`config.mk`:
```
export PLATFORM = sky130hd
export DESIGN_NAME = subwoofer_lowpass_mix_top
export DESIGN_NICKNAME = d
export VERILOG_FILES = /design/src/sv/slm_pkg.sv /design/src/sv/subwoofer_lowpass_mix_top.sv /design/src/sv/slm_mul.sv /design/src/sv/slm_ctrl.sv
export SDC_FILE = /design/constraint.sdc
export NUM_CORES = 2
export LEC_CHECK = 0
export BUFFER_PORTS_ARGS = -buffer_cell sky130_fd_sc_hd__buf_2
export CAP_MARGIN = 20
export CELL_PAD_IN_SITES_DETAIL_PLACEMENT = 1
export CELL_PAD_IN_SITES_GLOBAL_PLACEMENT = 1
export CORE_MARGIN = 2
export CORE_UTILIZATION = 48
export DETAILED_ROUTE_END_ITERATION = 8
export PLACE_DENSITY = 0.87
export SLEW_MARGIN = 5
export SYNTH_ARGS = -nofsm -noshare
export SYNTH_HDL_FRONTEND = slang
export SYNTH_SLANG_ARGS = --single-unit
```
`constraint.sdc`:
```
create_clock -name i_clk -period 13.9 [get_ports i_clk]
set_clock_uncertainty 0.1 [all_clocks]
set_input_delay 2.78 -clock i_clk [delete_from_list [all_inputs] [get_ports i_clk]]
set_output_delay 2.78 -clock i_clk [all_outputs]
set_load 0.005 [all_outputs]
```
`src/sv/slm_pkg.sv`:
```
// Shared types and constants for the subwoofer low-pass mix block.
// No dependencies; every other file refers to it by scoped names.
`default_nettype none
package slm_pkg;

    localparam int SAMPLE_BITS  = 24;
    localparam int COEF_BITS    = 32;
    localparam int MAX_CHANNELS = 8;

    // rounding shift from the Q8.40 delay format back to sample width
    localparam int OUT_SHIFT = 41 - SAMPLE_BITS;

    // shared multiplier operands: coefficient or mixed sample, and delay or gain slice
    localparam int MUL_A_W = 33;
    localparam int MUL_B_W = 25;
    localparam int PROD_W  = MUL_A_W + MUL_B_W;

    // sequencer: two gain products, then 16 products over the two sections
    localparam int STEP_W     = 5;
    localparam int LAST_ISSUE = 17;
    localparam int LAST_STEP  = LAST_ISSUE + 1;

    typedef enum logic [2:0] {
        CFG_SEC1_FB     = 3'd0,
        CFG_SEC1_FF     = 3'd1,
        CFG_SEC2_FB     = 3'd2,
        CFG_SEC2_FF     = 3'd3,
        CFG_INPUT_GAIN  = 3'd4,
        CFG_SUB_CHANNEL = 3'd5
    } t_cfg_idx;

    typedef enum logic [1:0] {
        ST_IDLE,
        ST_RUN,
        ST_FIN
    } t_state;

    typedef struct packed {
        logic signed [SAMPLE_BITS-1:0] left_sample;
        logic signed [SAMPLE_BITS-1:0] right_sample;
    } t_in;

    typedef struct packed {
        logic signed [SAMPLE_BITS-1:0] sub_sample;
        logic [2:0]                    channel_slot;
    } t_out;

    typedef struct packed {
        logic              issue;
        logic [STEP_W-1:0] step;
        logic              load_in;
        logic              finish;
    } t_ctrl;

    // keep the low COEF_BITS of a coefficient word, left-aligned in Q2.30
    function automatic logic signed [31:0] coef_align(input logic [31:0] word);
        coef_align = signed'(word << (32 - COEF_BITS));
    endfunction

endpackage
`default_nettype wire

```
`src/sv/subwoofer_lowpass_mix_top.sv`:
```
// Top level of the subwoofer low-pass mix: config registers, operand select,
// accumulator, delay line and output register. Depends on slm_pkg, slm_mul, slm_ctrl.
//
//   channel | direction | handshake                  | payload
//   in      | request   | i_in_valid / o_in_ready    | i_in_data   (slm_pkg::t_in)
//   out     | result    | o_out_valid / i_out_ready  | o_out_data  (slm_pkg::t_out)
//   cfg     | write     | i_cfg_we                   | i_cfg_addr, i_cfg_wdata
//
// Requests are taken one at a time, and only in the idle state: 18 products
// go one per cycle through the single 33x25 multiplier, followed by a drain
// step, the finish step and the idle state. Synchronous active-low reset clears
// config, delays and control. A stalled output holds the finish step until the
// output register frees; the next request is accepted while a result still waits.
`default_nettype none
module subwoofer_lowpass_mix_top (
    input  wire logic          i_clk,
    input  wire logic          i_rst_n,
    input  wire logic          i_in_valid,
    output logic               o_in_ready,
    input  wire slm_pkg::t_in  i_in_data,
    output logic               o_out_valid,
    input  wire logic          i_out_ready,
    output slm_pkg::t_out      o_out_data,
    input  wire logic          i_cfg_we,
    input  wire logic [2:0]    i_cfg_addr,
    input  wire logic [63:0]   i_cfg_wdata
);

    localparam int ACC_W = 52;
    localparam int PART_W = slm_pkg::PROD_W - 24;

    // configuration
    logic [63:0] r_sec1_fb, r_sec1_ff, r_sec2_fb, r_sec2_ff;
    logic [47:0] r_gain;
    logic [2:0]  r_sub_channel;

    always_ff @(posedge i_clk) begin
        if (!i_rst_n) begin
            r_sec1_fb     <= '0;
            r_sec1_ff     <= '0;
            r_sec2_fb     <= '0;
            r_sec2_ff     <= '0;
            r_gain        <= '0;
            r_sub_channel <= 3'd5;
        end else if (i_cfg_we) begin
            unique case (i_cfg_addr)
                slm_pkg::CFG_SEC1_FB:     r_sec1_fb     <= i_cfg_wdata;
                slm_pkg::CFG_SEC1_FF:     r_sec1_ff     <= i_cfg_wdata;
                slm_pkg::CFG_SEC2_FB:     r_sec2_fb     <= i_cfg_wdata;
                slm_pkg::CFG_SEC2_FF:     r_sec2_ff     <= i_cfg_wdata;
                slm_pkg::CFG_INPUT_GAIN:  r_gain        <= i_cfg_wdata[47:0];
                slm_pkg::CFG_SUB_CHANNEL: r_sub_channel <= i_cfg_wdata[2:0];
                default: ;
            endcase
        end
    end

    // sequencer
    slm_pkg::t_ctrl w_ctrl;
    logic           w_out_free;
    logic           r_out_vld;
    slm_pkg::t_out  r_out_data;

    assign w_out_free = !r_out_vld || i_out_ready;

    slm_ctrl u_ctrl (
        .i_clk      (i_clk),
        .i_rst_n    (i_rst_n),
        .i_in_valid (i_in_valid),
        .i_out_free (w_out_free),
        .o_in_ready (o_in_ready),
        .o_ctrl     (w_ctrl)
    );

    // mixed sample: floor((l + r) / 2) taken as Q1.31
    logic signed [31:0] r_x;
    logic signed [slm_pkg::SAMPLE_BITS:0] w_lr;

    assign w_lr = {i_in_data.left_sample[slm_pkg::SAMPLE_BITS-1], i_in_data.left_sample}
                + {i_in_data.right_sample[slm_pkg::SAMPLE_BITS-1], i_in_data.right_sample};

    always_ff @(posedge i_clk) begin
        if (w_ctrl.load_in) begin
            r_x <= {w_lr[slm_pkg::SAMPLE_BITS:1], {(32 - slm_pkg::SAMPLE_BITS){1'b0}}};
        end
    end

    // delay line: index {section, age}
    logic signed [47:0] r_dly [4];

    // operand select for the issuing step
    logic [slm_pkg::STEP_W-1:0]          w_it;
    logic                                w_i_gain, w_i_sec, w_i_ff, w_i_half;
    logic [63:0]                         w_coef_reg;
    logic [31:0]                         w_coef_word;
    logic signed [47:0]                  w_h;
    logic signed [slm_pkg::MUL_A_W-1:0]  w_mul_a;
    logic signed [slm_pkg::MUL_B_W-1:0]  w_mul_b;

    assign w_it     = w_ctrl.step - slm_pkg::STEP_W'(2);
    assign w_i_gain = (w_ctrl.step < slm_pkg::STEP_W'(2));
    assign w_i_sec  = w_it[3];
    assign w_i_ff   = w_it[2];
    assign w_i_half = w_it[1];

    always_comb begin
        unique case ({w_i_sec, w_i_ff})
            2'b00:   w_coef_reg = r_sec1_fb;
            2'b01:   w_coef_reg = r_sec1_ff;
            2'b10:   w_coef_reg = r_sec2_fb;
            default: w_coef_reg = r_sec2_ff;
        endcase
        w_coef_word = w_i_half ? w_coef_reg[63:32] : w_coef_reg[31:0];
        w_h = r_dly[{w_i_sec, w_i_half}];
        if (w_i_gain) begin
            w_mul_a = {r_x[31], r_x};
            w_mul_b = w_ctrl.step[0] ? {1'b0, r_gain[47:24]} : {1'b0, r_gain[23:0]};
        end else begin
            w_mul_a = slm_pkg::MUL_A_W'(slm_pkg::coef_align(w_coef_word));
            w_mul_b = w_ctrl.step[0] ? {w_h[47], w_h[47:24]} : {1'b0, w_h[23:0]};
        end
    end

    logic signed [slm_pkg::PROD_W-1:0] w_prod;
    logic [slm_pkg::STEP_W-1:0]        w_pstep;
    logic                              w_pvld;

    slm_mul u_mul (
        .i_clk   (i_clk),
        .i_rst_n (i_rst_n),
        .i_en    (w_ctrl.issue),
        .i_step  (w_ctrl.step),
        .i_a     (w_mul_a),
        .i_b     (w_mul_b),
        .o_prod  (w_prod),
        .o_step  (w_pstep),
        .o_vld   (w_pvld)
    );

    // accumulate stage: a low product leaves floor(p / 2^24); the matching
    // high product completes floor(full product / 2^shift)
    function automatic logic signed [ACC_W-1:0] sat48(input logic signed [ACC_W-1:0] v);
        if (v[ACC_W-1:47] == '0 || v[ACC_W-1:47] == '1) begin
            sat48 = v;
        end else if (v[ACC_W-1]) begin
            sat48 = {{(ACC_W-47){1'b1}}, 47'd0};
        end else begin
            sat48 = {{(ACC_W-47){1'b0}}, {47{1'b1}}};
        end
    endfunction

    logic signed [PART_W-1:0]          r_part;
    logic signed [ACC_W-1:0]           r_acc;
    logic signed [47:0]                r_hn;
    logic signed [slm_pkg::PROD_W-1:0] w_full;
    logic signed [ACC_W-1:0]           w_term, w_u, w_sum, w_sat;
    logic [slm_pkg::STEP_W-1:0]        w_pt;
    logic                              w_p_gain, w_p_sec, w_p_ff, w_p_half;

    assign w_full   = w_prod + {{(slm_pkg::PROD_W - PART_W){r_part[PART_W-1]}}, r_part};
    assign w_term   = w_full[slm_pkg::PROD_W-1:6];
    assign w_u      = ACC_W'($signed(w_full[slm_pkg::PROD_W-1:15]));
    assign w_pt     = w_pstep - slm_pkg::STEP_W'(2);
    assign w_p_gain = (w_pstep < slm_pkg::STEP_W'(2));
    assign w_p_sec  = w_pt[3];
    assign w_p_ff   = w_pt[2];
    assign w_p_half = w_pt[1];
    assign w_sum    = w_p_ff ? r_acc + w_term : r_acc - w_term;
    assign w_sat    = sat48(w_sum);

    always_ff @(posedge i_clk) begin
        if (w_pvld) begin
            if (!w_pstep[0]) begin
                r_part <= w_prod[slm_pkg::PROD_W-1:24];
            end else if (w_p_gain) begin
                r_acc <= w_u;
            end else if (!w_p_half) begin
                r_acc <= w_sum;
            end else begin
                r_acc <= w_sat;
                if (!w_p_ff) begin
                    r_hn <= w_sat[47:0];
                end
            end
        end
    end

    // commit the section's delays once its output is known
    always_ff @(posedge i_clk) begin
        if (!i_rst_n) begin
            for (int i = 0; i < 4; i++) begin
                r_dly[i] <= '0;
            end
        end else if (w_pvld && w_pstep[0] && !w_p_gain && w_p_ff && w_p_half) begin
            r_dly[{w_p_sec, 1'b1}] <= r_dly[{w_p_sec, 1'b0}];
            r_dly[{w_p_sec, 1'b0}] <= r_hn;
        end
    end

    // round half up to sample width, then saturate
    localparam int Q_W = 49 - slm_pkg::OUT_SHIFT;
    logic signed [48:0]   w_rnd;
    logic signed [Q_W-1:0] w_q;
    logic signed [slm_pkg::SAMPLE_BITS-1:0] w_sub;
    logic [2:0] w_slot;

    assign w_rnd = {r_acc[47], r_acc[47:0]} + (49'sd1 <<< (slm_pkg::OUT_SHIFT - 1));
    assign w_q   = w_rnd[48:slm_pkg::OUT_SHIFT];

    always_comb begin
        if (w_q > Q_W'((64'sd1 <<< (slm_pkg::SAMPLE_BITS - 1)) - 64'sd1)) begin
            w_sub = {1'b0, {(slm_pkg::SAMPLE_BITS-1){1'b1}}};
        end else if (w_q < -Q_W'(64'sd1 <<< (slm_pkg::SAMPLE_BITS - 1))) begin
            w_sub = {1'b1, {(slm_pkg::SAMPLE_BITS-1){1'b0}}};
        end else begin
            w_sub = w_q[slm_pkg::SAMPLE_BITS-1:0];
        end
        if ({1'b0, r_sub_channel} >= 4'(slm_pkg::MAX_CHANNELS)) begin
            w_slot = 3'(slm_pkg::MAX_CHANNELS - 1);
        end else begin
            w_slot = r_sub_channel;
        end
    end

    // output register
    always_ff @(posedge i_clk) begin
        if (!i_rst_n) begin
            r_out_vld <= 1'b0;
        end else if (w_ctrl.finish) begin
            r_out_vld <= 1'b1;
        end else if (i_out_ready) begin
            r_out_vld <= 1'b0;
        end
    end

    always_ff @(posedge i_clk) begin
        if (w_ctrl.finish) begin
            r_out_data.sub_sample   <= w_sub;
            r_out_data.channel_slot <= w_slot;
        end
    end

    assign o_out_valid = r_out_vld;
    assign o_out_data  = r_out_data;

endmodule
`default_nettype wire

```
`src/sv/slm_mul.sv`:
```
// Shared signed multiplier with registered product and step tag.
// Depends on slm_pkg.
`default_nettype none
module slm_mul (
    input  wire logic                                 i_clk,
    input  wire logic                                 i_rst_n,
    input  wire logic                                 i_en,
    input  wire logic [slm_pkg::STEP_W-1:0]           i_step,
    input  wire logic signed [slm_pkg::MUL_A_W-1:0]   i_a,
    input  wire logic signed [slm_pkg::MUL_B_W-1:0]   i_b,
    output logic signed [slm_pkg::PROD_W-1:0]         o_prod,
    output logic [slm_pkg::STEP_W-1:0]                o_step,
    output logic                                      o_vld
);

    logic signed [slm_pkg::PROD_W-1:0] r_prod;
    logic [slm_pkg::STEP_W-1:0]        r_step;
    logic                              r_vld;

    always_ff @(posedge i_clk) begin
        if (!i_rst_n) begin
            r_vld <= 1'b0;
        end else begin
            r_vld <= i_en;
        end
    end

    always_ff @(posedge i_clk) begin
        if (i_en) begin
            r_prod <= i_a * i_b;
            r_step <= i_step;
        end
    end

    assign o_prod = r_prod;
    assign o_step = r_step;
    assign o_vld  = r_vld;

endmodule
`default_nettype wire

```
`src/sv/slm_ctrl.sv`:
```
// Sequencer: accepts a request, steps the shared multiplier, hands off the result.
// Depends on slm_pkg.
`default_nettype none
module slm_ctrl (
    input  wire logic   i_clk,
    input  wire logic   i_rst_n,
    input  wire logic   i_in_valid,
    input  wire logic   i_out_free,
    output logic        o_in_ready,
    output slm_pkg::t_ctrl o_ctrl
);

    slm_pkg::t_state r_state, n_state;
    logic [slm_pkg::STEP_W-1:0] r_step, n_step;

    always_ff @(posedge i_clk) begin
        if (!i_rst_n) begin
            r_state <= slm_pkg::ST_IDLE;
            r_step  <= '0;
        end else begin
            r_state <= n_state;
            r_step  <= n_step;
        end
    end

    // next state
    always_comb begin
        n_state = r_state;
        n_step  = r_step;
        unique case (r_state)
            slm_pkg::ST_IDLE: begin
                n_step = '0;
                if (i_in_valid) begin
                    n_state = slm_pkg::ST_RUN;
                end
            end
            slm_pkg::ST_RUN: begin
                if (r_step == slm_pkg::STEP_W'(slm_pkg::LAST_STEP)) begin
                    n_state = slm_pkg::ST_FIN;
                end else begin
                    n_step = r_step + 1'b1;
                end
            end
            slm_pkg::ST_FIN: begin
                if (i_out_free) begin
                    n_state = slm_pkg::ST_IDLE;
                end
            end
            default: n_state = slm_pkg::ST_IDLE;
        endcase
    end

    // outputs
    always_comb begin
        o_in_ready     = 1'b0;
        o_ctrl.issue   = 1'b0;
        o_ctrl.step    = r_step;
        o_ctrl.load_in = 1'b0;
        o_ctrl.finish  = 1'b0;
        unique case (r_state)
            slm_pkg::ST_IDLE: begin
                o_in_ready     = 1'b1;
                o_ctrl.load_in = i_in_valid;
            end
            slm_pkg::ST_RUN: begin
                o_ctrl.issue = (r_step <= slm_pkg::STEP_W'(slm_pkg::LAST_ISSUE));
            end
            slm_pkg::ST_FIN: begin
                o_ctrl.finish = i_out_free;
            end
            default: ;
        endcase
    end

endmodule
`default_nettype wire

```
==> metrics.cfg <==
[outcome]
status=completed

[timing]
drv_slew=0
whs_ps=365
setup_violations=0
rsz0062_at_grt=no
fin_crit_sh_pct=95.3
fin_setup_tns_ps=0
final_hold_viol_count=0
fin_crit_ps=13250
tightest_slew_ps=1180
timing.fmax_mhz=75.5
max-slew-margin-rel_pct=19.1

[clocking]
root_buffer=clkbuf_16
cts_made_buffers=83
cts_sinks=756
cts_resized=0
path_clk_slew_ps=70
ctsLongestPathBuffers=3
cts_hold_buf=0
clk_latency_ps=730
h-tree-depth=3
post_cts.repair.setup_buffers=0
cts_tree=built

[detailed_routing]
wl_mm=252
dr.pass1.iters=5
vias=55500
drtIter0Drc=5470
antenna_left=0
drcViolationCount=0
vias_per_cell=6.17
wl_per_cell_um=28.0

[place]
dp_cells=8838
dpl.hpwl_mm=185
postPlaceCellArea_um2=70700
finalWeightedCongestion=0.948
io_buffers=148

[synthesis]
synth_edf_count=440
ys_ff_latch=756
synth_nets=8341
netlist_instances=7097
synth_largest_area_cell=fa_1
synth-async-reset-ratio_pct=0
yosysSeqAreaShare_pct=28.6
synth.distinct_cells=99
synth_area_leaders=fa_1 (24%), edfxtp_1 (19%), dfxtp_1 (9.3%), nand2_1 (7.0%), ha_1 (5.4%)
synth_top_area_share_pct=24.3
synth_area_per_cell_um2=9.61
synthesis.area_um2=68200
synth_warnings=0
synth_ff_type=edfxtp_1

[die]
rows=138
dieArea_um2=145000
ios=149
initial_utilization_pct=48.3
die_y_um=381
fp.dieW_um=381
core_um2=141000

[final_layout]
multi_input_area_um2=44200
areaGrowthSynthToFinish_pct=7.85
layout-drive-gt1-share_pct=8.32
seq_area_um2=19500
nFillCells=15900
finish.instance_area_um2=73600
fin_nets=8282
finalNonFillerCells=9001

[power]
peakVddDrop_mv=0.343
pwr_density_cell_nw_per_um2=199
p_leak_nw=31.2

[worst_setup_path]
cp-start-kind=register
required_ps=14240
endpoint_kind=register
crit_type=register to register
path_delay_family=adder cells
critPathBufInv=7
slowest_delay_ps=1090
path_max_fanout=33
slowest_stage=fa_1
critPathArrivalTime_ps=13590
reg2reg_slack_ps=650
cp_common_cell=inv_1

[global_routing]
grt_max_degree=127
grt_pass1_wl_mm=378
grt_use_met2_pct=55.9
groute.usage.overall_pct=34.4
grtUsageMet1_pct=42.3
grt_overflow_total=0
top_usage_layer=met2
grt.met3_usage_pct=6.59
antenna_found_initial=14
grt_pass1_vias=60400

[run]
maxCapViolCount=0

[min_path]
hold_class=register to register

[flip-flops by register name, indices dropped and copies added (netlist names), 27 cells and up]
register,flops
r_part,34
r_dly,192
r_sec2_fb,64
r_sec2_ff,64
r_hn,48
r_sec1_ff,64
u_mul.o_prod,58
o_out_data,27
r_gain,48
r_acc,52
r_sec1_fb,64
[tightest hold or removal path: stages, from the launching register on]
cell and delay, ps:
dfxtp_1 310, nand2_1 50, a21boi_0 60
[cells in the final DEF (no fill, tap or decap), types with 27 or more instances in the layout]
master / netlist / routed
mux2i_1: 56 / 56
a21oi_1: 215 / 214
edfxtp_1: 440 / 440
nand3_1: 59 / 57
nor2b_1: 45 / 43
dfxtp_1: 316 / 314
xor2_1: 75 / 74
ha_1: 296 / 295
o21a_1: 42 / 42
xnor2_1: 177 / 176
nor2_1: 517 / 512
nand2b_1: 65 / 65
inv_1: 842 / 841
a211oi_1: 33 / 27
buf_4: 4 / 84
a21o_1: 81 / 80
nand2_1: 1269 / 1266
fa_1: 828 / 828
o21bai_1: 36 / 36
o21ai_0: 226 / 219
and2_1: 263 / 261
nand4_1: 48 / 48
nor3_1: 35 / 34
clkbuf_16: 0 / 87
mux4_2: 99 / 99
a21boi_0: 316 / 316
buf_2: 13 / 148
[routing by layer]
layer  wire (um)  part of all wire, %
met5          40                0.016
met4       18900                  7.5
met3       22500                  8.9
met2      118000                   47
met1       92500                   37
[metrics by stage]
stage	power [mW]	setup WS, ps	util (%)
after floorplan	9.07	1410	-
after global placement	11.5	1990	50.1
after global routing	15.3	332	52.1
after detailed placement	11.9	1270	50.1
final	14.6	647	52.1
after CTS	14.4	971	52.0
[cell usage after synthesis, types with 59 or more instances]
cell	instances
o21ai_0	226
inv_1	842
xor2_1	75
a21oi_1	215
nand2_1	1269
nand3_1	59
mux4_2	99
edfxtp_1	440
dfxtp_1	316
xnor2_1	177
a21o_1	81
nor2_1	517
fa_1	828
clkbuf_1	330
and2_1	263
ha_1	296
a21boi_0	316
nand2b_1	65
[final cells by class]
class                      instances  share of cell area [%]
antenna                           10                  0.0340
clock buffer                     105                    3.11
clock inverter                    43                   0.629
inverter                         843                    4.31
multi-input combinational       5116                    60.1
sequential                       756                    26.6
tap                             1890                    3.21
timing repair buffer             238                    2.01
[logic make-up after synthesis]
logic type,Yosys count,share of synthesized area (%)
AO/OA/AOI/OAI,1174,11.8
XOR/XNOR,255,3.34
adder cells (fa/ha/maj),1124,29.7
buffers and inverters,1225,6.84
flip-flops,756,28.6
multiplexers,156,4.11
AND/OR/NAND/NOR,2407,15.5
[worst paths after layout]
check | to | startpoint | cells past startpoint
max | u_mul.o_prod[57] | u_ctrl.r_step[2] | 35
min | r_sec1_ff[9] | r_sec1_ff[9] | 2
max reg2reg | u_mul.o_prod[57] | u_ctrl.r_step[2] | 35
min reg2reg | r_sec1_ff[9] | r_sec1_ff[9] | 2
[power breakdown]
part / leakage, nW / internal [mW] / switching [mW]
clock network: 1.33 / 1.26 / 1.04
registers: 6.82 / 3.07 / 0.205
logic: 23.0 / 3.07 / 5.97
total: 31.2 / 7.40 / 7.21
Note: power is estimated with default switching activity, not from simulation.
